[src/hdl/ecu_pkg.sv]
// Shared constants and types for the universal code encoder.
package ecu_pkg;

	localparam int DEFAULT_VALUE_BITS = 31;
	localparam int CODE_BITS          = 61;
	localparam int LEN_BITS           = 6;
	localparam int DATA_BITS          = 32;
	localparam int ADDR_BITS          = 3;

	typedef enum logic [1:0] {
		MODE_GAMMA  = 2'd0,
		MODE_OMEGA  = 2'd1,
		MODE_FIXVAR = 2'd2
	} mode_t;

	typedef enum logic [0:0] {
		REG_CODE_MODE = 1'b0
	} reg_index_t;

	typedef enum logic [3:0] {
		ST_IDLE   = 4'b0001,
		ST_SCAN   = 4'b0010,
		ST_STEP   = 4'b0100,
		ST_FINISH = 4'b1000
	} state_t;

endpackage

[src/hdl/ecu_bit_scan.sv]
// Iterative bit-length unit: shifts the operand right one place per cycle.
module ecu_bit_scan #(
	parameter int VALUE_BITS = ecu_pkg::DEFAULT_VALUE_BITS,
	parameter int LEN_W      = $clog2(VALUE_BITS + 1)
) (
	input  logic                  clk,
	input  logic                  arst_n,
	input  logic                  start,
	input  logic [VALUE_BITS-1:0] operand,
	output logic                  done,
	output logic [LEN_W-1:0]      length
);

	logic                  busy_q;
	logic [VALUE_BITS-1:0] shift_q;
	logic [LEN_W-1:0]      count_q;

	always_ff @(posedge clk or negedge arst_n) begin
		if (!arst_n) begin
			busy_q <= 1'b0;
		end else if (start) begin
			busy_q <= 1'b1;
		end else if (done) begin
			busy_q <= 1'b0;
		end
	end

	always_ff @(posedge clk) begin
		if (start) begin
			shift_q <= operand;
			count_q <= '0;
		end else if (busy_q && shift_q != '0) begin
			shift_q <= shift_q >> 1;
			count_q <= count_q + LEN_W'(1);
		end
	end

	// The scan ends once every set bit has been shifted out.
	assign done   = busy_q && (shift_q == '0);
	assign length = count_q;

endmodule

[src/hdl/elias_universal_code_encoder.sv]
// Top level of the Elias gamma, omega and fixed-plus-variable encoder.
// Each pass of the bit-length scan shifts the operand out one place at a time; gamma and
// fixed-plus-variable make one pass on the value, omega one on the value and one on each
// length minus one down to one, and out_valid rises once the last pass ends.
// One word at a time: the next is accepted in the cycle after the result is registered, or later.
// Reset (arst_n, asynchronous) clears code_mode to gamma and empties the output register.
module elias_universal_code_encoder #(
	parameter int VALUE_BITS = ecu_pkg::DEFAULT_VALUE_BITS
) (
	input  logic                             clk,
	input  logic                             arst_n,
	input  logic                             psel,
	input  logic                             penable,
	input  logic                             pwrite,
	input  logic [ecu_pkg::ADDR_BITS-1:0]    paddr,
	input  logic [ecu_pkg::DATA_BITS-1:0]    pwdata,
	output logic [ecu_pkg::DATA_BITS-1:0]    prdata,
	output logic                             pready,
	input  logic                             in_valid,
	output logic                             in_stall,
	input  logic [VALUE_BITS-1:0]            value,
	output logic                             out_valid,
	input  logic                             out_stall,
	output logic [ecu_pkg::CODE_BITS-1:0]    code_bits,
	output logic [ecu_pkg::LEN_BITS-1:0]     code_length
);

	localparam int LEN_W = $clog2(VALUE_BITS + 1);

	ecu_pkg::state_t               state_q;
	logic [1:0]                    code_mode_q;
	logic [1:0]                    mode_q;
	logic [VALUE_BITS-1:0]         k_q;
	logic [ecu_pkg::CODE_BITS-1:0] acc_q;
	logic [ecu_pkg::LEN_BITS-1:0]  total_q;
	logic [ecu_pkg::CODE_BITS-1:0] res_bits_q;
	logic [ecu_pkg::LEN_BITS-1:0]  res_len_q;
	logic                          out_valid_q;
	logic [ecu_pkg::CODE_BITS-1:0] out_bits_q;
	logic [ecu_pkg::LEN_BITS-1:0]  out_len_q;

	logic                  reg_sel;
	logic                  in_take;
	logic                  out_free;
	logic                  scan_start;
	logic [VALUE_BITS-1:0] scan_operand;
	logic                  scan_done;
	logic [LEN_W-1:0]      scan_len;
	logic [LEN_W-1:0]      len_q;
	logic [VALUE_BITS-1:0] k_next;

	// Configuration port
	assign pready  = 1'b1;
	assign reg_sel = paddr[2];

	always_ff @(posedge clk or negedge arst_n) begin
		if (!arst_n) begin
			code_mode_q <= ecu_pkg::MODE_GAMMA;
		end else if (psel && penable && pwrite && pready
		             && reg_sel == ecu_pkg::REG_CODE_MODE) begin
			code_mode_q <= pwdata[1:0];
		end
	end

	always_comb begin
		prdata = '0;
		if (reg_sel == ecu_pkg::REG_CODE_MODE) begin
			prdata = {{(ecu_pkg::DATA_BITS-2){1'b0}}, code_mode_q};
		end
	end

	// Handshakes
	assign in_stall = (state_q != ecu_pkg::ST_IDLE);
	assign in_take  = in_valid && !in_stall;
	assign out_free = !out_valid_q || !out_stall;

	// The next omega group is the length just measured, minus one.
	assign k_next = VALUE_BITS'(len_q - LEN_W'(1));

	// Shared bit-length unit
	assign scan_start   = in_take || (state_q == ecu_pkg::ST_STEP);
	assign scan_operand = in_take ? value : k_next;

	ecu_bit_scan #(
		.VALUE_BITS (VALUE_BITS),
		.LEN_W      (LEN_W)
	) u_scan (
		.clk     (clk),
		.arst_n  (arst_n),
		.start   (scan_start),
		.operand (scan_operand),
		.done    (scan_done),
		.length  (scan_len)
	);

	// Sequencer
	always_ff @(posedge clk or negedge arst_n) begin
		if (!arst_n) begin
			state_q <= ecu_pkg::ST_IDLE;
		end else begin
			unique case (state_q)
				ecu_pkg::ST_IDLE: begin
					if (in_take) begin
						state_q <= ecu_pkg::ST_SCAN;
					end
				end
				ecu_pkg::ST_SCAN: begin
					if (scan_done) begin
						if (mode_q == ecu_pkg::MODE_OMEGA && scan_len > LEN_W'(1)) begin
							state_q <= ecu_pkg::ST_STEP;
						end else begin
							state_q <= ecu_pkg::ST_FINISH;
						end
					end
				end
				ecu_pkg::ST_STEP: begin
					state_q <= ecu_pkg::ST_SCAN;
				end
				ecu_pkg::ST_FINISH: begin
					if (out_free) begin
						state_q <= ecu_pkg::ST_IDLE;
					end
				end
				default: begin
					state_q <= ecu_pkg::ST_IDLE;
				end
			endcase
		end
	end

	// Datapath: in omega mode one group of the code is placed in each step between passes through the scan.
	always_ff @(posedge clk) begin
		if (in_take) begin
			k_q     <= value;
			mode_q  <= code_mode_q;
			acc_q   <= '0;
			total_q <= ecu_pkg::LEN_BITS'(1);
		end else if (state_q == ecu_pkg::ST_SCAN && scan_done) begin
			len_q <= scan_len;
			unique case (mode_q)
				ecu_pkg::MODE_GAMMA, ecu_pkg::MODE_FIXVAR: begin
					res_bits_q <= {{(ecu_pkg::CODE_BITS-VALUE_BITS){1'b0}}, k_q};
					if (scan_len == '0) begin
						res_len_q <= (mode_q == ecu_pkg::MODE_FIXVAR)
						             ? ecu_pkg::LEN_BITS'(1) : '0;
					end else begin
						res_len_q <= (ecu_pkg::LEN_BITS'(scan_len) << 1)
						             - ecu_pkg::LEN_BITS'(1);
					end
				end
				ecu_pkg::MODE_OMEGA: begin
					res_bits_q <= acc_q;
					res_len_q  <= (scan_len == '0) ? '0 : total_q;
				end
				default: begin
					res_bits_q <= '0;
					res_len_q  <= '0;
				end
			endcase
		end else if (state_q == ecu_pkg::ST_STEP) begin
			// The group just measured goes above the bits already placed.
			acc_q   <= acc_q
			           | ({{(ecu_pkg::CODE_BITS-VALUE_BITS){1'b0}}, k_q} << total_q);
			total_q <= total_q + ecu_pkg::LEN_BITS'(len_q);
			k_q     <= k_next;
		end
	end

	// Output register
	always_ff @(posedge clk or negedge arst_n) begin
		if (!arst_n) begin
			out_valid_q <= 1'b0;
		end else if (state_q == ecu_pkg::ST_FINISH && out_free) begin
			out_valid_q <= 1'b1;
		end else if (!out_stall) begin
			out_valid_q <= 1'b0;
		end
	end

	always_ff @(posedge clk) begin
		if (state_q == ecu_pkg::ST_FINISH && out_free) begin
			out_bits_q <= res_bits_q;
			out_len_q  <= res_len_q;
		end
	end

	assign out_valid   = out_valid_q;
	assign code_bits   = out_bits_q;
	assign code_length = out_len_q;

endmodule

[config.mk]
export PLATFORM = sky130hd
export DESIGN_NAME = elias_universal_code_encoder
export DESIGN_NICKNAME = d
export VERILOG_FILES = /design/src/hdl/ecu_pkg.sv /design/src/hdl/ecu_bit_scan.sv /design/src/hdl/elias_universal_code_encoder.sv
export SDC_FILE = /design/constraint.sdc
export NUM_CORES = 1
export LEC_CHECK = 0
export ABC_AREA = 1
export ABC_CLOCK_PERIOD_IN_PS = 6000
export BUFFER_PORTS_ARGS = -buffer_cell sky130_fd_sc_hd__buf_4
export CAP_MARGIN = 25
export CORE_ASPECT_RATIO = 0.75
export CORE_MARGIN = 2
export CORE_UTILIZATION = 45
export CTS_CLUSTER_SIZE = 14
export DETAILED_ROUTE_END_ITERATION = 10
export PLACE_DENSITY = 0.73
export SYNTH_ARGS = -nofsm -noshare
export SYNTH_HDL_FRONTEND = slang
export SYNTH_SLANG_ARGS = --single-unit
export TNS_END_PERCENT = 10
[constraint.sdc]
create_clock -name clk -period 6 [get_ports clk]
set_input_delay 0.6 -clock clk [delete_from_list [all_inputs] [get_ports clk]]
set_output_delay 0.6 -clock clk [all_outputs]
set_load 0.02 [all_outputs]
# After elaboration in Yosys (flattened, before gate mapping)
# Cells that the tools add are included.
totals:
  register_bits: 283
  latch_bits: 0
  ram_bits: 0
  rom_bits: 0
  out_inout_bits: 102
  elab_cells: 84
  n_memories: 0
classes:
  n_addsub: 4
  n_mul: 0
  n_div: 0
  n_lt_le_gt_ge: 1
  n_eq_ne: 12
  shifts: 1
  n_mux: 21
  bitwise_logic: 4
  n_reduce_logical: 26
ops:
  columns: ["operator", "count"]
  rows:
  - ["31-bit 2-to-1 mux", 6]
  - ["61-bit case mux with 2 select lines", 1]
  - ["61-bit bitwise OR", 1]
  - ["31-bit by 6-bit left shift with 61-bit output", 1]
  - ["31-bit zero test", 1]
  - ["31-bit nonzero test", 1]
  - ["4-bit 2-to-1 mux", 4]
  - ["4-bit case mux with 4 select lines", 1]
  - ["6-bit 2-to-1 mux", 2]
  - ["6-bit case mux with 2 select lines", 1]
  - ["1-bit logical AND", 9]
  - ["2-bit inequality test, second input constant", 4]
  - ["6-bit by 5-bit adder with 6-bit output", 1]
  - ["2-bit AND reduction", 3]
  - ["2-bit nonzero test", 3]
  - ["5-bit by 1-bit subtractor with 6-bit output, second input constant", 1]
  - ["6-bit by 1-bit subtractor with 6-bit output, second input constant", 1]
  - ["5-bit by 1-bit adder with 5-bit output, second input constant", 1]
  - ["5-bit by 1-bit > comparator with 1-bit output, second input constant", 1]
  - ["5-bit zero test", 1]
  - ["1-bit 2-to-1 mux", 5]
  - ["4-bit by 1-bit equality test with 1-bit output, second input constant", 1]
  - ["4-bit by 2-bit equality test with 1-bit output, second input constant", 1]
  - ["4-bit by 3-bit equality test with 1-bit output, second input constant", 1]
  - ["other kinds (12)", 17]

# Longest topological paths before layout
logic_depth:
  depth_word: 5
  ltp_mapped: 14

# Cells and area by module
# From an unflattened synthesis, not the netlist that was laid out.
hier_totals:
  hier_cells: 1456
  hier_area_um2: 13182.6
modules_own_cells:
  columns: ["module", "instances", "cells_each", "area_each_um2", "seq_area_each_um2"]
  rows:
  - ["elias_universal_code_encoder", 1, 1237, 11363.4, 6682.7]
  - ["ecu_bit_scan", 1, 219, 1819.2, 1056.0]

# Worst setup path before layout
# Ideal clock, no wire load.
synth_path:
  path_type: "reg-to-reg"
  from: "reg u_scan.shift_q[22]"
  to: "reg len_q[0], enable pin"
  setup_time_ns: 0.502
  t_arrival_ns: 3.945
  t_required_ns: 5.498
  setup_slack_ns: 1.552
  stages_incl_launch_ff: 6
  n_path_buf: 0
  cell_sequence: "edfxtp_1 nor4_1 nand3_1 nor2_1 nand2_1 nor2_1"
synth_via:
  elab_chain_len: 4
synth_rtl:
  columns: ["element", "line", "rtl"]
  rows:
  - ["start, declared", "ecu_bit_scan.sv:15", "logic [VALUE_BITS-1:0] shift_q;"]
  - ["start signal, assigned", "ecu_bit_scan.sv:30", "shift_q <= operand;"]
  - ["start signal, assigned", "ecu_bit_scan.sv:33", "shift_q <= shift_q >> 1;"]
  - ["31-bit zero test", "ecu_bit_scan.sv:39", "assign done = busy_q && (shift_q == '0);"]
  - ["1-bit logical AND", "ecu_bit_scan.sv:39", null]
  - ["1-bit logical AND", "elias_universal_code_encoder.sv:138", "end else if (state_q == ecu_pkg::ST_SCAN && scan_done) begin"]
  - ["2-bit AND reduction (no line)", null, null]
  - ["end signal, assigned", "elias_universal_code_encoder.sv:139", "len_q <= scan_len;"]
  - ["end, declared", "elias_universal_code_encoder.sv:49", "logic [LEN_W-1:0] len_q;"]
# Every way passes these cells.
# A chain may end at the register's enable or synchronous reset.

# Worst setup path in the final report
layout_path:
  from: "reg state_q[1]"
  to: "reg u_scan.shift_q[2] (data pin)"
layout_via:
  elab_chain_len: 5
  elab_cells_between_ends: 7
  cone_classes: "2 x eq/ne; 2 x mux; 3 x reduce/logical"
layout_rtl:
  columns: ["element", "line", "rtl"]
  rows:
  - ["start, declared", "elias_universal_code_encoder.sv:30", "ecu_pkg::state_t state_q;"]
  - ["start signal, assigned", "elias_universal_code_encoder.sv:99", "state_q <= ecu_pkg::ST_IDLE;"]
  - ["start signal, assigned", "elias_universal_code_encoder.sv:104", "state_q <= ecu_pkg::ST_SCAN;"]
  - ["start signal, assigned", "elias_universal_code_encoder.sv:110", "state_q <= ecu_pkg::ST_STEP;"]
  - ["4-bit by 1-bit inequality test with 1-bit output", "elias_universal_code_encoder.sv:73", "assign in_stall = (state_q != ecu_pkg::ST_IDLE);"]
  - ["1-bit zero test", "elias_universal_code_encoder.sv:74", "assign in_take = in_valid && !in_stall;"]
  - ["1-bit logical AND", "elias_universal_code_encoder.sv:74", null]
  - ["31-bit 2-to-1 mux / 1-bit logical OR (equally long branches)", "elias_universal_code_encoder.sv:82, elias_universal_code_encoder.sv:81", null]
  - ["31-bit 2-to-1 mux *", "ecu_bit_scan.sv:29", "if (start) begin"]
# Every way passes the cells marked *; elsewhere a longest branch is shown, timed or not.

==> results.yml <==
run_status:
  outcome: "finished clean"
global_routing:
  antenna_found_initial: 0
  grt.overflow.total: 0
  grt.total_usage: 0.210
  grt_max_degree: 100
  grt_first_pass_wirelength_um: 50600
  grt_pass1_vias: 9222
timing:
  drv_slew: 0
  layout_min_cycle_time_ns: 3.40
  rsz0062_at_grt: "false"
  fmax_ghz: 0.294
  hold_viol: 0
  tns_ns: 0
  tightest_slew_ns: 1.03
  period_share: 0.567
  setup_viol: 0
  relSlewSlack: 0.314
  layout_setup_ws_ns: 2.60
  finalClockSkew_ns: 0.0131
yosys:
  yosysTopAreaCellShare: 0.462
  synth_top_cell_by_area: "edfxtp_1"
  synthArstFlopShare: 0.0283
  ys_warn_count: 0
  synth_area_mm2: 0.0132
  synth_xor_xnor_area_share: 0.00664
  syn_inst: 1427
  ys.flop_type: "edfxtp_1"
  yosysUniqueCellTypes: 43
  synth_seq_cells: 283
  synth-compound-area-share: 0.0775
  yosys.area_share.simple: 0.234
  synthAdderAreaFrac: 0.0110
  synth_mux_area_frac: 0
  synth_area_leaders: "edfxtp_1 (46%), dfxtp_1 (11%), nand2_1 (9.8%), nand3_1 (9.2%), a21oi_1 (3.2%)"
  yosysSeqAreaShare: 0.587
  syn_avg_cell_area_um2: 9.24
  synth_top_family_by_area: "simple AND/OR/NAND/NOR gates"
  synth-edff-count: 203
worst_hold_path:
  min_from: "out_stall"
  holdPathEnd: "out_valid$_DFFE_PN0P_"
  hold_path.class: "input pin to flop"
  hold_path_depth: 3
cts:
  postCtsSetupBuffers: 0
  cts_root_buffer: "clkbuf_16"
  insertion_delay_ns: 0.55
  htreeDepth: 1
  cts_buffers: 27
  cts_tree: "built"
  cts.path.max_buffers: 3
  clock-sinks: 283
  clk_pin_slew_worst_paths_ns: 0.06
floorplan:
  die_w_um: 202
  core_mm2: 0.0290
  die-area_mm2: 0.0307
  rows: 54
  start_util: 0.455
  die_y_um: 152
  io_pins: 175
worst_setup_path:
  end_kind: "flop"
  crit_chain: "nor2_2, inv_1, nor3_4, inv_2, nand2_2, buf_4, o21ai_0"
  cp_max_fo: 92
  crit_arrival_ns: 3.65
  rr_worst_depth: 7
  path_class: "flop to flop"
  start_kind: "flop"
  cp_slowest_cell: "nor3_4"
  timing.rr.start: "state_q[1]$_DFFE_PN0P_"
  max_stage_delay_ns: 0.78
  r2r-end: "u_scan.shift_q[2]$_DFFE_PP_"
  critical_path_required_ns: 6.24
  r2r_slack_ns: 2.60
finish:
  insertedDiodeCount: 0
  area_growth_pct: 14.3
  final_cell_mix: "nand2_1 (344), nand3_1 (242), edfxtp_1 (203), buf_4 (125), inv_1 (105)"
  layout_commonest_cell: "nand2_1"
  drive_above_1_share: 0.128
  final_nets: 1586
  fill_cells: 2658
placement:
  portBuffers: 111
  post-place-ws_ns: 2.62
  post-dp-hpwl_um: 22800
  place.gp.congestion: 0.936
power_and_ir_drop:
  p_clk_frac: 0.286
  power_density_mw_per_mm2: 409
  total_power_uw: 6160
  internal_power_uw: 4020
  switching_share: 0.348
  switchingPower_uw: 2140
  p_leak_uw: 0.00592
  comb_power_share: 0.283
  peakVddDrop_v: 0.000280
  p_seq_frac: 0.431
detailed_routing:
  drc: 0
  drtPass1Iterations: 8
  route.detailed.wl_per_inst_um: 17.0
  num_vias: 10100
  drt_iter0_drc: 1076
  avgViaCountPerCell: 5.29
  postRouteAntennaNets: 0
  routed_wl_um: 32600
job:
  drv_cap: 0
-- what timing repair did --
action | CTS | global route
gates resized for setup | 0 | 0
hold endpoints to repair | 7 | 0
setup endpoints to repair | 0 | 0
hold buffers | 1 | 0
-- worst max-delay path: cells and delay by family (launching register included) --
| family | cells | cell delay (ns) |
|---|---|---|
| flops | 1 | 0.41 |
| compound gates | 1 | 0.22 |
| simple gates | 3 | 1.17 |
| buf+inv | 3 | 1.26 |
-- state kept, by name, summed over array words and instances, names as in the netlist --
| register | count |
|---|---|
| code_length | 6 |
| u_scan.length | 5 |
| res_len_q | 6 |
| u_scan.busy_q | 1 |
| total_q | 6 |
| u_scan.shift_q | 31 |
| code_bits | 61 |
| code_mode_q | 2 |
| k_q | 31 |
| res_bits_q | 61 |
| acc_q | 61 |
| out_valid | 1 |
| state_q | 4 |
| len_q | 5 |
| mode_q | 2 |
-- final cells by class --
class	count	area, µm²	share of cell area
inverters	112	425	0.0282
clock inverters	13	169	0.0112
flip-flops and latches	283	7740	0.514
clock buffers	36	749	0.0497
repair buffers	129	1030	0.0684
multi-input cells	949	4470	0.296
well taps	392	490	0.0325
-- metal layers --
metal,track usage,part of all wire,vias up
met5,0,0,-
met4,0.0483,0.020,0
met3,0.0477,0.082,56
met2,0.314,0.44,399
met1,0.309,0.46,4707
li1,-,-,4956
-- worst max path at each step --
stage                                            start                           end  slack, ns  cells past startpoint
final                           state_q[1]$_DFFE_PN0P_   u_scan.shift_q[2]$_DFFE_PP_       2.60                      7
after global routing            state_q[1]$_DFFE_PN0P_   u_scan.shift_q[9]$_DFFE_PP_       2.32                      7
after global placement          state_q[1]$_DFFE_PN0P_  u_scan.shift_q[10]$_DFFE_PP_       2.73                      7
after CTS                       state_q[1]$_DFFE_PN0P_   u_scan.shift_q[2]$_DFFE_PP_       2.60                      7
after detailed placement        state_q[1]$_DFFE_PN0P_  u_scan.shift_q[20]$_DFFE_PP_       2.62                      7
after floorplan           u_scan.shift_q[22]$_DFFE_PP_            len_q[0]$_DFFE_PP_       1.55                      5
-- power groups by stage --
stage	clock network (µW)	registers, µW	logic, µW
after floorplan	0	2620	1290
after global placement	0	2680	1670
after detailed placement	0	2690	1690
after CTS	1800	2650	1710
after global routing	1870	2680	1970
final	1760	2660	1740
-- kinds of logic after synthesis --
| group | after synthesis |
|---|---|
| xor+xnor | 10 |
| buf+inv | 224 |
| simple gates | 706 |
| other cells | 2 |
| flops | 283 |
| fa+ha+maj | 11 |
| compound gates | 191 |
-- through the flow --
step | hold WS (ns) | instance area (µm²) | std cells | utilization
final | 0.293 | 15100 | 1914 | 0.520
after floorplan | 0.304 | 13300 | 1456 | -
after CTS | 0.278 | 15000 | 1912 | 0.518
after detailed placement | 0.405 | 14100 | 1862 | 0.486
after global routing | 0.294 | 15100 | 1914 | 0.520
after global placement | 0.403 | 14100 | 1861 | 0.485
-- cell usage after synthesis, types with 4 or more instances --
cell type  number
nand2_1       344
nand3_1       242
edfxtp_1      203
inv_1         105
a21oi_1        83
nor2_1         82
dfxtp_1        72
o21ai_0        61
buf_4          38
buf_2          33
clkbuf_1       25
nand4_1        18
a31oi_1        16
o21ai_1        15
buf_6          10
ha_1           10
dfrtp_1         7
buf_1           6
o22ai_1         6
inv_2           5
xnor2_1         5
xor2_1          5
nand2_2         4
nor2_2          4
nor4_1          4
Power figures use the tool's default switching activity.
